==> src/rtl/kms_pkg.sv <==
// Package: shared constants and types of the keypad matrix scanner.
`timescale 1ns / 1ps
`default_nettype none
package kms_pkg;

    // Matrix and field geometry
    localparam int NUM_COLUMNS   = 4;
    localparam int NUM_ROWS      = 4;
    localparam int TIMER_BITS    = 16;
    localparam int COL_BITS      = 3;
    localparam int ROW_BITS      = 3;
    localparam int CODE_BITS     = 7;
    localparam int HOLD_BITS     = 8;
    localparam int CFG_IDX_BITS  = 2;
    localparam int CFG_DATA_BITS = 16;

    // Key code is (base + column) * row
    localparam logic [4:0] COL_CODE_BASE = 5'd12;

    // Configuration register indexes
    localparam logic [CFG_IDX_BITS-1:0] CFG_SETTLE   = 2'd0;
    localparam logic [CFG_IDX_BITS-1:0] CFG_DEBOUNCE = 2'd1;
    localparam logic [CFG_IDX_BITS-1:0] CFG_LONG     = 2'd2;
    localparam logic [CFG_IDX_BITS-1:0] CFG_REPEAT   = 2'd3;

    // Configuration reset values
    localparam logic [CFG_DATA_BITS-1:0] SETTLE_RESET   = 16'd5;
    localparam logic [CFG_DATA_BITS-1:0] DEBOUNCE_RESET = 16'd100;
    localparam logic [CFG_DATA_BITS-1:0] LONG_RESET     = 16'd1500;
    localparam logic [CFG_DATA_BITS-1:0] REPEAT_RESET   = 16'd3000;

    // One result item
    typedef struct packed {
        logic [NUM_COLUMNS-1:0] column_drive;
        logic                   key_held;
        logic                   press_event;
        logic [CODE_BITS-1:0]   press_code;
        logic                   release_event;
        logic [CODE_BITS-1:0]   release_code;
        logic                   beep_pulse;
        logic [HOLD_BITS-1:0]   hold_count;
    } t_result;

endpackage
`default_nettype wire

==> src/rtl/kms_in_if.sv <==
// Interface: tick channel carrying the sampled row lines.
`timescale 1ns / 1ps
`default_nettype none
interface kms_in_if;
    logic                          valid;
    logic                          ready;
    logic [kms_pkg::NUM_ROWS-1:0]  row_lines;

    modport source (output valid, output row_lines, input ready);
    modport sink   (input valid, input row_lines, output ready);
endinterface
`default_nettype wire

==> src/rtl/kms_out_if.sv <==
// Interface: result channel carrying the per-tick keypad status.
`timescale 1ns / 1ps
`default_nettype none
interface kms_out_if;
    logic             valid;
    logic             ready;
    kms_pkg::t_result data;

    modport source (output valid, output data, input ready);
    modport sink   (input valid, input data, output ready);
endinterface
`default_nettype wire

==> src/rtl/keypad_matrix_scan_debounce.sv <==
// Top level: keypad matrix scanner with debounce and long-hold detection.
//
//   channel  | dir | handshake     | payload
//   ---------+-----+---------------+--------------------------------------
//   i_in     | in  | valid / ready | row_lines[3:0]
//   o_out    | out | valid / ready | column_drive, key_held, press/release
//            |     |               | events and codes, beep_pulse, hold_count
//   cfg      | in  | i_cfg_we      | i_cfg_idx[1:0], i_cfg_data[15:0]
//
// One tick is accepted per clock while input ready is high. The scan state
// updates at acceptance and the result enters a two-entry output buffer,
// so ticks keep flowing while one result waits.
// Input ready drops only while both buffer entries are full.
// Synchronous active-low reset clears scan state and buffer flags and reloads config defaults.
`timescale 1ns / 1ps
`default_nettype none
module keypad_matrix_scan_debounce (
    input  wire logic                               i_clk,
    input  wire logic                               i_rst_n,
    input  wire logic                               i_cfg_we,
    input  wire logic [kms_pkg::CFG_IDX_BITS-1:0]   i_cfg_idx,
    input  wire logic [kms_pkg::CFG_DATA_BITS-1:0]  i_cfg_data,
    kms_in_if.sink                                  i_in,
    kms_out_if.source                               o_out
);
    import kms_pkg::*;

    typedef enum logic [1:0] {
        PH_IDLE,
        PH_CHECK,
        PH_DEBOUNCE,
        PH_LONG
    } t_phase;

    // Configuration
    logic [CFG_DATA_BITS-1:0] r_settle, r_debounce, r_long, r_repeat;

    // Scan state
    t_phase                r_phase, n_phase;
    logic [COL_BITS-1:0]   r_col, n_col;
    logic [ROW_BITS-1:0]   r_row, n_row;
    logic [TIMER_BITS-1:0] r_timer, n_timer;
    logic [HOLD_BITS-1:0]  r_hold, n_hold;
    logic                  r_held, n_held;
    logic [CODE_BITS-1:0]  r_press_code, n_press_code;
    logic [CODE_BITS-1:0]  r_release_code, n_release_code;

    // Output buffer
    logic    r_out_valid, r_skid_valid;
    t_result r_out_data, r_skid_data;

    logic                  w_accept, w_pop;
    logic [ROW_BITS-1:0]   w_row;
    logic [TIMER_BITS-1:0] w_timer_dec;
    logic [CODE_BITS-1:0]  w_key_code;
    logic [7:0]            w_product;
    logic                  w_press, w_release, w_beep;
    t_result               w_result;

    assign i_in.ready  = !r_skid_valid;
    assign w_accept    = i_in.valid && !r_skid_valid;
    assign w_pop       = r_out_valid && o_out.ready;
    assign o_out.valid = r_out_valid;
    assign o_out.data  = r_out_data;

    // Pick the lowest active row
    always_comb begin
        w_row = '0;
        for (int i = NUM_ROWS - 1; i >= 0; i--) begin
            if (i_in.row_lines[i]) begin
                w_row = ROW_BITS'(i + 1);
            end
        end
    end

    // Count the wait timer down, holding at zero
    assign w_timer_dec = (r_timer != '0) ? r_timer - 1'b1 : r_timer;

    // Key code from current column and latched row
    assign w_product  = (8'(COL_CODE_BASE) + 8'(r_col)) * 8'(r_row);
    assign w_key_code = w_product[CODE_BITS-1:0];

    // Advance the scan phase for one tick
    always_comb begin
        n_phase        = r_phase;
        n_col          = r_col;
        n_row          = r_row;
        n_timer        = w_timer_dec;
        n_hold         = r_hold;
        n_held         = r_held;
        n_press_code   = r_press_code;
        n_release_code = r_release_code;
        w_press        = 1'b0;
        w_release      = 1'b0;
        w_beep         = 1'b0;
        unique case (r_phase)
            PH_IDLE: begin
                if (r_col >= COL_BITS'(NUM_COLUMNS)) begin
                    n_col = '0;
                end else begin
                    n_col   = r_col + 1'b1;
                    n_timer = TIMER_BITS'(r_settle);
                    n_phase = PH_CHECK;
                end
            end
            PH_CHECK: begin
                if (w_timer_dec == '0) begin
                    n_row = w_row;
                    if (w_row != '0) begin
                        n_timer = TIMER_BITS'(r_debounce);
                        n_phase = PH_DEBOUNCE;
                    end else begin
                        n_phase = PH_IDLE;
                    end
                end
            end
            PH_DEBOUNCE: begin
                if (w_timer_dec == '0) begin
                    if (w_row == r_row) begin
                        w_beep       = 1'b1;
                        w_press      = 1'b1;
                        n_timer      = TIMER_BITS'(r_long);
                        n_phase      = PH_LONG;
                        n_held       = 1'b1;
                        n_hold       = '0;
                        n_press_code = w_key_code;
                    end else begin
                        n_phase = PH_IDLE;
                    end
                end
            end
            PH_LONG: begin
                if (w_timer_dec == '0) begin
                    if (w_row == r_row) begin
                        n_timer = TIMER_BITS'(r_repeat);
                        n_hold  = r_hold + 1'b1;
                        w_beep  = 1'b1;
                    end else begin
                        n_held         = 1'b0;
                        w_release      = 1'b1;
                        n_release_code = (r_hold != '0) ? '0 : w_key_code;
                        n_phase        = PH_IDLE;
                    end
                end
            end
        endcase
    end

    // Assemble the result from post-tick state
    always_comb begin
        for (int c = 0; c < NUM_COLUMNS; c++) begin
            w_result.column_drive[c] = (n_col == COL_BITS'(c + 1));
        end
        w_result.key_held      = n_held;
        w_result.press_event   = w_press;
        w_result.press_code    = n_press_code;
        w_result.release_event = w_release;
        w_result.release_code  = n_release_code;
        w_result.beep_pulse    = w_beep;
        w_result.hold_count    = n_hold;
    end

    // Hold configuration registers
    always_ff @(posedge i_clk) begin
        if (!i_rst_n) begin
            r_settle   <= SETTLE_RESET;
            r_debounce <= DEBOUNCE_RESET;
            r_long     <= LONG_RESET;
            r_repeat   <= REPEAT_RESET;
        end else if (i_cfg_we) begin
            unique case (i_cfg_idx)
                CFG_SETTLE:   r_settle   <= i_cfg_data;
                CFG_DEBOUNCE: r_debounce <= i_cfg_data;
                CFG_LONG:     r_long     <= i_cfg_data;
                CFG_REPEAT:   r_repeat   <= i_cfg_data;
            endcase
        end
    end

    // Update scan state on each accepted item
    always_ff @(posedge i_clk) begin
        if (!i_rst_n) begin
            r_phase        <= PH_IDLE;
            r_col          <= '0;
            r_row          <= '0;
            r_timer        <= '0;
            r_hold         <= '0;
            r_held         <= 1'b0;
            r_press_code   <= '0;
            r_release_code <= '0;
        end else if (w_accept) begin
            r_phase        <= n_phase;
            r_col          <= n_col;
            r_row          <= n_row;
            r_timer        <= n_timer;
            r_hold         <= n_hold;
            r_held         <= n_held;
            r_press_code   <= n_press_code;
            r_release_code <= n_release_code;
        end
    end

    // Output register with skid entry
    always_ff @(posedge i_clk) begin
        if (!i_rst_n) begin
            r_out_valid  <= 1'b0;
            r_skid_valid <= 1'b0;
        end else if (w_pop) begin
            if (r_skid_valid) begin
                r_out_data   <= r_skid_data;
                r_skid_valid <= 1'b0;
            end else if (w_accept) begin
                r_out_data <= w_result;
            end else begin
                r_out_valid <= 1'b0;
            end
        end else if (w_accept) begin
            if (!r_out_valid) begin
                r_out_data  <= w_result;
                r_out_valid <= 1'b1;
            end else begin
                r_skid_data  <= w_result;
                r_skid_valid <= 1'b1;
            end
        end
    end

endmodule
`default_nettype wire

==> src/flat_wrapper.sv <==
// flat-port wrapper written by rule: the top's interface ports become plain ports
module keypad_matrix_scan_debounce_flat import kms_pkg::*;
  (i_clk, i_rst_n, i_cfg_we, i_cfg_idx, i_cfg_data, i_in_valid, i_in_row_lines, i_in_ready, o_out_valid, o_out_data, o_out_ready);
  kms_in_if i_in_i ();
  kms_out_if o_out_i ();
  input  wire logic i_clk;
  input  wire logic i_rst_n;
  input  wire logic i_cfg_we;
  input  wire logic [kms_pkg::CFG_IDX_BITS-1:0] i_cfg_idx;
  input  wire logic [kms_pkg::CFG_DATA_BITS-1:0] i_cfg_data;
  input wire logic [$bits(i_in_i.valid)-1:0] i_in_valid;
  input wire logic [$bits(i_in_i.row_lines)-1:0] i_in_row_lines;
  output wire logic [$bits(i_in_i.ready)-1:0] i_in_ready;
  output wire logic [$bits(o_out_i.valid)-1:0] o_out_valid;
  output wire logic [$bits(o_out_i.data)-1:0] o_out_data;
  input wire logic [$bits(o_out_i.ready)-1:0] o_out_ready;
  assign i_in_i.valid = i_in_valid;
  assign i_in_i.row_lines = i_in_row_lines;
  assign i_in_ready = i_in_i.ready;
  assign o_out_valid = o_out_i.valid;
  assign o_out_data = o_out_i.data;
  assign o_out_i.ready = o_out_ready;
  keypad_matrix_scan_debounce u_core (.i_clk(i_clk), .i_rst_n(i_rst_n), .i_cfg_we(i_cfg_we), .i_cfg_idx(i_cfg_idx), .i_cfg_data(i_cfg_data), .i_in(i_in_i), .o_out(o_out_i));
endmodule
==> config.mk <==
export PLATFORM = sky130hd
export DESIGN_NAME = keypad_matrix_scan_debounce_flat
export DESIGN_NICKNAME = d
export VERILOG_FILES = /design/src/rtl/kms_pkg.sv /design/src/rtl/kms_in_if.sv /design/src/rtl/kms_out_if.sv /design/src/rtl/keypad_matrix_scan_debounce.sv /design/src/flat_wrapper.sv
export SDC_FILE = /design/constraint.sdc
export NUM_CORES = 1
export LEC_CHECK = 0
export BUFFER_PORTS_ARGS = -buffer_cell sky130_fd_sc_hd__buf_2
export CAP_MARGIN = 20
export CORE_UTILIZATION = 60
export DETAILED_ROUTE_END_ITERATION = 8
export GPL_TIMING_DRIVEN = 1
export PLACE_DENSITY = 0.84
export SKIP_CTS_REPAIR_TIMING = 1
export SLEW_MARGIN = 20
export SYNTH_ARGS = -nofsm -noshare
export SYNTH_HDL_FRONTEND = slang
export SYNTH_SLANG_ARGS = --single-unit
==> constraint.sdc <==
create_clock -name i_clk -period 8.5 [get_ports i_clk]
set_input_delay 1.275 -clock i_clk [delete_from_list [all_inputs] [get_ports i_clk]]
set_output_delay 1.275 -clock i_clk [all_outputs]
set_load 0.05 [all_outputs]
# Word-level counts from Yosys, hierarchy flattened
# Index checks and enable logic that the tools add are counted.
# Widths: inputs -> output; s select.
[word_totals]
register_bits = 173
input_bits = 27
output_inout_bits = 32
elab_cells = 136
[classes]
n_addsub = 4
multipliers = 1
n_lt_le_gt_ge = 1
n_eq_ne = 19
muxes = 56
bitwise = 2
n_reduce_logical = 23
[op_table]
columns = ["cell", "count"]
rows = [
  ["$mux 30", 5],
  ["$mux 16", 8],
  ["$pmux 16 s4", 1],
  ["$mux 7", 7],
  ["$mux 8", 4],
  ["$mux 3", 6],
  ["$logic_not 16->1", 1],
  ["$pmux 8 s2", 1],
  ["$reduce_bool 16->1", 1],
  ["$sub 16x1->16 const B", 1],
  ["$mux 1", 15],
  ["$mux 2", 7],
  ["$ne 2x2->1 const B", 5],
  ["$reduce_and 2->1", 5],
  ["$add 8x1->8 const B", 1],
  ["$eq 2x2->1 const B", 4],
  ["$mul 8x3->7", 1],
  ["$pmux 2 s4", 1],
  ["$reduce_and 4->1", 2],
  ["$reduce_bool 8->1", 1],
  ["$eq 3x2->1 const B", 2],
  ["$ne 2x1->1 const B", 3],
  ["$reduce_and 3->1", 2],
  ["$reduce_and 6->1", 1],
  ["other kinds (15)", 21],
]

# Logic depth before layout (Yosys ltp)
[logic_depth]
word_depth = 11
ltp_mapped = 15

# Least setup slack after synthesis
# OpenSTA, ideal clock, no wires.
[synth_path]
kind = "input port to flip-flop"
start = "in i_in_row_lines[2]"
end = "reg u_core.r_out_data (netlist bit u_core.o_out.data[21]) (data pin)"
setup_time_ns = 0.260
arrival_time_ns = 3.580
required_time_ns = 8.240
slack_ns = 4.660
stages = 9
path_cell_list = "nor4b_1 xnor2_1 o211a_1 and2_1 buf_1 nand3b_1 nor3_4 mux2_2 mux2_2"
[synth_via]
elab_chain_cells = 10
[synth_lines]
columns = ["item", "line", "text"]
rows = [
  ["start: declaration", "flat_wrapper.sv:12", "input wire logic [$bits(i_in_i.row_lines)-1:0] i_in_row_lines;"],
  ["$mux 3 * (3 in a row)", "keypad_matrix_scan_debounce.sv:70", "if (i_in.row_lines[i]) begin"],
  ["$eq 3x3->1 *", "keypad_matrix_scan_debounce.sv:119", "if (w_row == r_row) begin"],
  ["$mux 7 *", "keypad_matrix_scan_debounce.sv:119", ""],
  ["$mux 7 *", "keypad_matrix_scan_debounce.sv:118", "if (w_timer_dec == '0) begin"],
  ["$mux 7 *", "keypad_matrix_scan_debounce.sv:96", "unique case (r_phase)"],
  ["net u_core.n_press_code[4]", "keypad_matrix_scan_debounce.sv:45", "logic [CODE_BITS-1:0] r_press_code, n_press_code;"],
  ["$mux 30, on equally long branches", "keypad_matrix_scan_debounce.sv:218, keypad_matrix_scan_debounce.sv:212", ""],
  ["$mux 30, on equally long branches", "keypad_matrix_scan_debounce.sv:217, keypad_matrix_scan_debounce.sv:209", ""],
  ["$mux 30 *", "keypad_matrix_scan_debounce.sv:208", "end else if (w_pop) begin"],
  ["end signal: assignment", "keypad_matrix_scan_debounce.sv:210", "r_out_data <= r_skid_data;"],
  ["end signal: assignment", "keypad_matrix_scan_debounce.sv:213", "r_out_data <= w_result;"],
  ["end signal: assignment", "keypad_matrix_scan_debounce.sv:219", "r_out_data <= w_result;"],
  ["end: declaration", "keypad_matrix_scan_debounce.sv:50", "t_result r_out_data, r_skid_data;"],
]
# Mark *: on every way through the listed nets, which the timed path passes. The rest lies on a longest branch. The select of a mux whose other input is x is not followed.
# A chain may end at the register's enable or synchronous reset.

# Worst setup path after layout
[layout_path]
start = "reg u_core.r_timer[0]"
end = "reg u_core.r_out_data (netlist bit u_core.o_out.data[23]) (data pin)"
[layout_via]
elab_chain_cells = 8
[layout_lines]
columns = ["item", "line", "text"]
rows = [
  ["start: declaration", "keypad_matrix_scan_debounce.sv:42", "logic [TIMER_BITS-1:0] r_timer, n_timer;"],
  ["start signal: assignment", "keypad_matrix_scan_debounce.sv:195", "r_timer <= n_timer;"],
  ["$sub 16x1->16 / $reduce_bool 16->1 (equally long branches)", "keypad_matrix_scan_debounce.sv:77", "assign w_timer_dec = (r_timer != '0) ? r_timer - 1'b1 : r_timer;"],
  ["$mux 16 *", "keypad_matrix_scan_debounce.sv:77", ""],
  ["$logic_not 16->1 *", "keypad_matrix_scan_debounce.sv:118", ""],
  ["$mux 7 *", "keypad_matrix_scan_debounce.sv:118", ""],
  ["$mux 7 *", "keypad_matrix_scan_debounce.sv:96", ""],
  ["net u_core.n_press_code[6]", "keypad_matrix_scan_debounce.sv:45", ""],
  ["$mux 30, on equally long branches", "keypad_matrix_scan_debounce.sv:218, keypad_matrix_scan_debounce.sv:212", ""],
  ["$mux 30, on equally long branches", "keypad_matrix_scan_debounce.sv:217, keypad_matrix_scan_debounce.sv:209", ""],
  ["$mux 30 *", "keypad_matrix_scan_debounce.sv:208", ""],
]
# Marks and branches as above.

==> report_table.html <==
<table>
<tr><th>Metric</th><th>Value</th></tr>
<tr><th colspan="2">Critical path</th></tr>
<tr><td>Critical path origin</td><td>u_core.r_timer[0]</td></tr>
<tr><td>Delay contributed by the slowest stage of the critical path</td><td>between 0.7 and 0.8 ns</td></tr>
<tr><td>Startpoint Class</td><td>register</td></tr>
<tr><td>Required arrival time at the worst endpoint</td><td>approximately 8.7 ns</td></tr>
<tr><td>Top delay family on crit path</td><td>simple AND/OR/NAND/NOR gates</td></tr>
<tr><td>Data arrival at the endpoint of the critical path</td><td>roughly 4.8 ns</td></tr>
<tr><td>Crit-path cells</td><td>inv_1, ha_1, or3b_1, nor4_2, nand3_1, a31oi_1, nand3b_1, nor3_4, mux2_2, mux2_2</td></tr>
<tr><td>Crit Path Max Fanout</td><td>14</td></tr>
<tr><td>Critical Path Sink Type</td><td>register</td></tr>
<tr><td>Worst flop-to-flop path startpoint</td><td>u_core.r_timer[0]</td></tr>
<tr><td>WS Path Type</td><td>register to register</td></tr>
<tr><td>Slowest-stage cell, CP</td><td>sky130_fd_sc_hd__nand3b_1</td></tr>
<tr><td>Critical path's most frequent cell</td><td>sky130_fd_sc_hd__mux2_2</td></tr>
<tr><td>Crit path buffers/inverters</td><td>1</td></tr>
<tr><th colspan="2">Clocking</th></tr>
<tr><td>Library cell used as clock root buffer</td><td>sky130_fd_sc_hd__clkbuf_16</td></tr>
<tr><td>Clock Tree Buf Depth</td><td>2</td></tr>
<tr><td>CTS clk-pin slew, worst paths</td><td>0.07 ns</td></tr>
<tr><td>Insertion delay to the later sink of the worst-skew pair</td><td>0.44 ns</td></tr>
<tr><td>Clock sink count</td><td>173</td></tr>
<tr><td>Number of buffers added by the clock tree synthesis step</td><td>17</td></tr>
<tr><td>TritonCTS clock tree</td><td>yes</td></tr>
<tr><td>H-tree level count</td><td>4</td></tr>
<tr><th colspan="2">STA</th></tr>
<tr><td>Maximum clock frequency</td><td>about 220 MHz</td></tr>
<tr><td>Final clock period utilization by the worst path</td><td>0.539</td></tr>
<tr><td>Final number of setup-violating endpoints</td><td>0</td></tr>
<tr><td>Final max-slew violation count</td><td>0</td></tr>
<tr><td>Tightest slew margin relative to the limit</td><td>0.281</td></tr>
<tr><td>Setup TNS Final</td><td>0 ns</td></tr>
<tr><td>Clock period minus final worst setup slack</td><td>4.58 ns</td></tr>
<tr><td>Number of failing hold endpoints at the final stage</td><td>0</td></tr>
<tr><td>RSZ-0062 raised after global routing</td><td>no</td></tr>
<tr><td>Tightest Pin Transition</td><td>1.07 ns</td></tr>
<tr><td>Worst clock skew</td><td>0.0152 ns</td></tr>
<tr><th colspan="2">Placed design</th></tr>
<tr><td>Quantity of I/O buffers inserted on ports</td><td>58</td></tr>
<tr><td>Half-perimeter wire length after detailed placement</td><td>14,300 um</td></tr>
<tr><td>Final estimated routing congestion in global placement</td><td>around 0.95</td></tr>
<tr><td>Instance count after placement with tap cells included</td><td>1,145</td></tr>
<tr><th colspan="2">Yosys</th></tr>
<tr><td>Synthesized Nets</td><td>1,003</td></tr>
<tr><td>Share of flip-flops with an asynchronous set or reset after synthesis</td><td>0</td></tr>
<tr><td>Post-synthesis sequential area ratio</td><td>0.467</td></tr>
<tr><td>Biggest area contributors in the synthesized netlist</td><td>sky130_fd_sc_hd__dfxtp_1 (26%), sky130_fd_sc_hd__edfxtp_1 (21%), sky130_fd_sc_hd__nand2_1 (8.3%)</td></tr>
<tr><td>Average cell area after synthesis</td><td>9.05 um^2</td></tr>
<tr><td>Number of enable flip-flop cells after synthesis</td><td>60</td></tr>
<tr><td>Post-synthesis cell area</td><td>0.00869 mm^2</td></tr>
<tr><td>Post-synthesis cell type with the largest combined area</td><td>sky130_fd_sc_hd__dfxtp_1</td></tr>
<tr><td>Predominant post-synthesis flop cell</td><td>sky130_fd_sc_hd__dfxtp_1</td></tr>
<tr><td>Synthesis-stage register bit count</td><td>around 170</td></tr>
<tr><td>Area share of the largest cell type after synthesis</td><td>0.260</td></tr>
<tr><td>Count of different cell masters after synthesis</td><td>70</td></tr>
<tr><td>Number of cells produced by synthesis</td><td>961</td></tr>
<tr><td>Number of warnings reported in the yosys synthesis log</td><td>0</td></tr>
<tr><th colspan="2">Global route</th></tr>
<tr><td>Global-route wire length before repair</td><td>34,900 um</td></tr>
<tr><td>Via count of the first global-routing pass</td><td>6,913</td></tr>
<tr><td>Remaining global-route overflow</td><td>0</td></tr>
<tr><td>GRT Util Overall</td><td>0.300</td></tr>
<tr><td>Antenna violations before repair</td><td>0</td></tr>
<tr><td>Largest net degree at the start of global routing</td><td>74</td></tr>
<tr><th colspan="2">Route</th></tr>
<tr><td>Number of vias per cell after detailed routing</td><td>6.24</td></tr>
<tr><td>Wire length after detailed routing</td><td>21,200 um</td></tr>
<tr><td>Wire length per cell after detailed routing</td><td>18.0 um</td></tr>
<tr><td>Number of vias in the routed layout</td><td>7,349</td></tr>
<tr><td>First DRT Iteration DRCs</td><td>842</td></tr>
<tr><td>Number of optimization iterations in the first detailed-route pass</td><td>6</td></tr>
<tr><td># DRC</td><td>0</td></tr>
<tr><td>Count of antenna-violating nets left after detailed routing</td><td>0</td></tr>
<tr><th colspan="2">Cells and area</th></tr>
<tr><td>Layout cells sized above 1</td><td>0.175</td></tr>
<tr><td>Most frequent standard cell in the layout excluding fill and tap cells</td><td>sky130_fd_sc_hd__nand2_1</td></tr>
<tr><td>Commonest cells after routing, fill and taps aside</td><td>sky130_fd_sc_hd__nand2_1 (193), sky130_fd_sc_hd__dfxtp_1 (113), sky130_fd_sc_hd__a21oi_1 (89)</td></tr>
<tr><td>Count of placed standard cells in the final layout, fillers left out</td><td>around 1,200</td></tr>
<tr><td>Area added between synthesis and finish</td><td>10.6%</td></tr>
<tr><td>Filler cell count</td><td>1,106</td></tr>
<tr><td>Post-layout net count</td><td>1,026</td></tr>
<tr><td>Number of antenna diodes</td><td>0</td></tr>
<tr><th colspan="2">Min path</th></tr>
<tr><td>Startpoint of the tightest hold check path</td><td>u_core.r_repeat[1]</td></tr>
<tr><td>Worst hold path type</td><td>register to register</td></tr>
<tr><th colspan="2">Floorplan</th></tr>
<tr><td>Floorplan die area</td><td>0.0150 mm^2</td></tr>
<tr><td>Die span in y</td><td>122 um</td></tr>
<tr><td>Width of the die</td><td>122 um</td></tr>
<tr><td>Std cell rows</td><td>43</td></tr>
<tr><td>Placeable core area</td><td>0.0140 mm^2</td></tr>
<tr><td>Effective utilization at floorplan</td><td>0.622</td></tr>
<tr><td>IO Count</td><td>between 50 and 60</td></tr>
<tr><th colspan="2">Status</th></tr>
<tr><td>Status</td><td>complete, no violations</td></tr>
<tr><th colspan="2">Power and ir drop</th></tr>
<tr><td>Overall power consumption</td><td>1.94 mW</td></tr>
<tr><td>Maximum VDD drop</td><td>roughly 0.17 mV</td></tr>
<tr><td>Leakage power summed over all cells</td><td>3.66 nW</td></tr>
<tr><td>Power density relative to cell area</td><td>202 mW/mm^2</td></tr>
<tr><th colspan="2">Run</th></tr>
<tr><td>Max-capacitance violation count</td><td>0</td></tr>
</table>
[worst min-delay path, stage by stage, from the launching register on]
cell and delay, ns:
sky130_fd_sc_hd__dfxtp_1 0.31, sky130_fd_sc_hd__nand2_1 0.05, sky130_fd_sc_hd__a21oi_1 0.05
[sequential cells by signal (all words and copies together) (netlist names)]
| register | flops |
|---|---|
| u_core.r_press_code | 7 |
| u_core.r_long | 16 |
| u_core.r_phase | 2 |
| u_core.r_skid_valid | 1 |
| u_core.r_release_code | 7 |
| u_core.r_repeat | 16 |
| u_core.r_row | 3 |
| u_core.r_debounce | 16 |
| u_core.r_held | 1 |
| u_core.o_out.data | 30 |
| u_core.r_settle | 16 |
| u_core.r_skid_data | 30 |
| u_core.r_timer | 16 |
| u_core.r_hold | 8 |
| u_core.r_col | 3 |
| u_core.o_out.valid | 1 |
[cells by family after synthesis]
kind of cell               Yosys count  synth area share
AOI/OAI and AO/OA                  213             0.149
xor gates and xnor gates            11            0.0119
adders and majority gates           15            0.0250
buffers and inverters               88            0.0416
DFF                                173             0.467
muxes                               69            0.0868
and+or+nand+nor                    392             0.219
[cell usage after synthesis (3+ instances only)]
cell type / number
sky130_fd_sc_hd__nand2_1: 193
sky130_fd_sc_hd__dfxtp_1: 113
sky130_fd_sc_hd__a21oi_1: 89
sky130_fd_sc_hd__edfxtp_1: 60
sky130_fd_sc_hd__clkbuf_1: 53
sky130_fd_sc_hd__nor2_1: 50
sky130_fd_sc_hd__mux2_2: 47
sky130_fd_sc_hd__o21ai_0: 46
sky130_fd_sc_hd__nand3_1: 45
sky130_fd_sc_hd__inv_1: 22
sky130_fd_sc_hd__mux2i_1: 21
sky130_fd_sc_hd__nor3_1: 17
sky130_fd_sc_hd__and2_1: 16
sky130_fd_sc_hd__a31oi_1: 15
sky130_fd_sc_hd__o31ai_1: 12
sky130_fd_sc_hd__ha_1: 11
sky130_fd_sc_hd__nor4_1: 9
sky130_fd_sc_hd__o22ai_1: 9
sky130_fd_sc_hd__o31a_1: 6
sky130_fd_sc_hd__or2_2: 6
sky130_fd_sc_hd__or4_1: 6
sky130_fd_sc_hd__xnor2_1: 6
sky130_fd_sc_hd__a211oi_1: 5
sky130_fd_sc_hd__a22o_1: 5
sky130_fd_sc_hd__and3_1: 5
sky130_fd_sc_hd__buf_2: 5
sky130_fd_sc_hd__nand2b_1: 5
sky130_fd_sc_hd__nor2b_1: 5
sky130_fd_sc_hd__a221oi_1: 4
sky130_fd_sc_hd__fa_1: 4
sky130_fd_sc_hd__nor3b_1: 4
sky130_fd_sc_hd__o21a_1: 4
sky130_fd_sc_hd__or3_1: 4
sky130_fd_sc_hd__xor2_1: 4
sky130_fd_sc_hd__a21o_1: 3
sky130_fd_sc_hd__buf_1: 3
sky130_fd_sc_hd__buf_6: 3
sky130_fd_sc_hd__nand3b_1: 3
sky130_fd_sc_hd__nand4_1: 3
sky130_fd_sc_hd__nor4b_1: 3
[metal layers]
metal	up-vias	track usage	part of all wire
met5	-	0	0
met4	0	0.103	0.015
met3	35	0.0581	0.078
met2	340	0.473	0.46
met1	3509	0.412	0.45
li1	3465	-	-
[report_power, final]
group | internal (mW) | total, mW | switching (mW)
combinational | 0.0775 | 0.249 | 0.171
sequential | 0.882 | 0.906 | 0.0240
clock | 0.453 | 0.790 | 0.336
total | 1.41 | 1.94 | 0.532
[path summary, 6_finish.rpt]
check	to	cells past startpoint	slack [ns]
setup / recovery	u_core.o_out.data[23]	10	3.92
hold / removal	u_core.r_repeat[1]	2	0.45
setup reg to reg	u_core.o_out.data[23]	10	3.92
hold reg to reg	u_core.r_repeat[1]	2	0.45
[area by class of cell]
cell class | instances | area, um^2 | area share
Tap cell | 180 | 225 | 0.0234
Multi-Input combinational cell | 700 | 4270 | 0.445
Clock buffer | 20 | 458 | 0.0476
Inverter | 24 | 92.6 | 0.00963
Clock inverter | 12 | 134 | 0.0139
Sequential cell | 173 | 4060 | 0.423
Timing Repair Buffer | 68 | 365 | 0.0380
[through the flow]
| stage | setup WS [ns] | hold slack, ns | instance area (um^2) | utilization |
|---|---|---|---|---|
| after floorplan | 4.66 | 0.431 | 8690 | - |
| after global placement | 3.74 | 0.438 | 9020 | 0.645 |
| after detailed placement | 3.59 | 0.447 | 9020 | 0.645 |
| after CTS | 4.04 | 0.455 | 9610 | 0.687 |
| after global routing | 3.69 | 0.474 | 9610 | 0.687 |
| final | 3.92 | 0.454 | 9610 | 0.687 |
No activity file was read; power rests on OpenSTA's default activity.
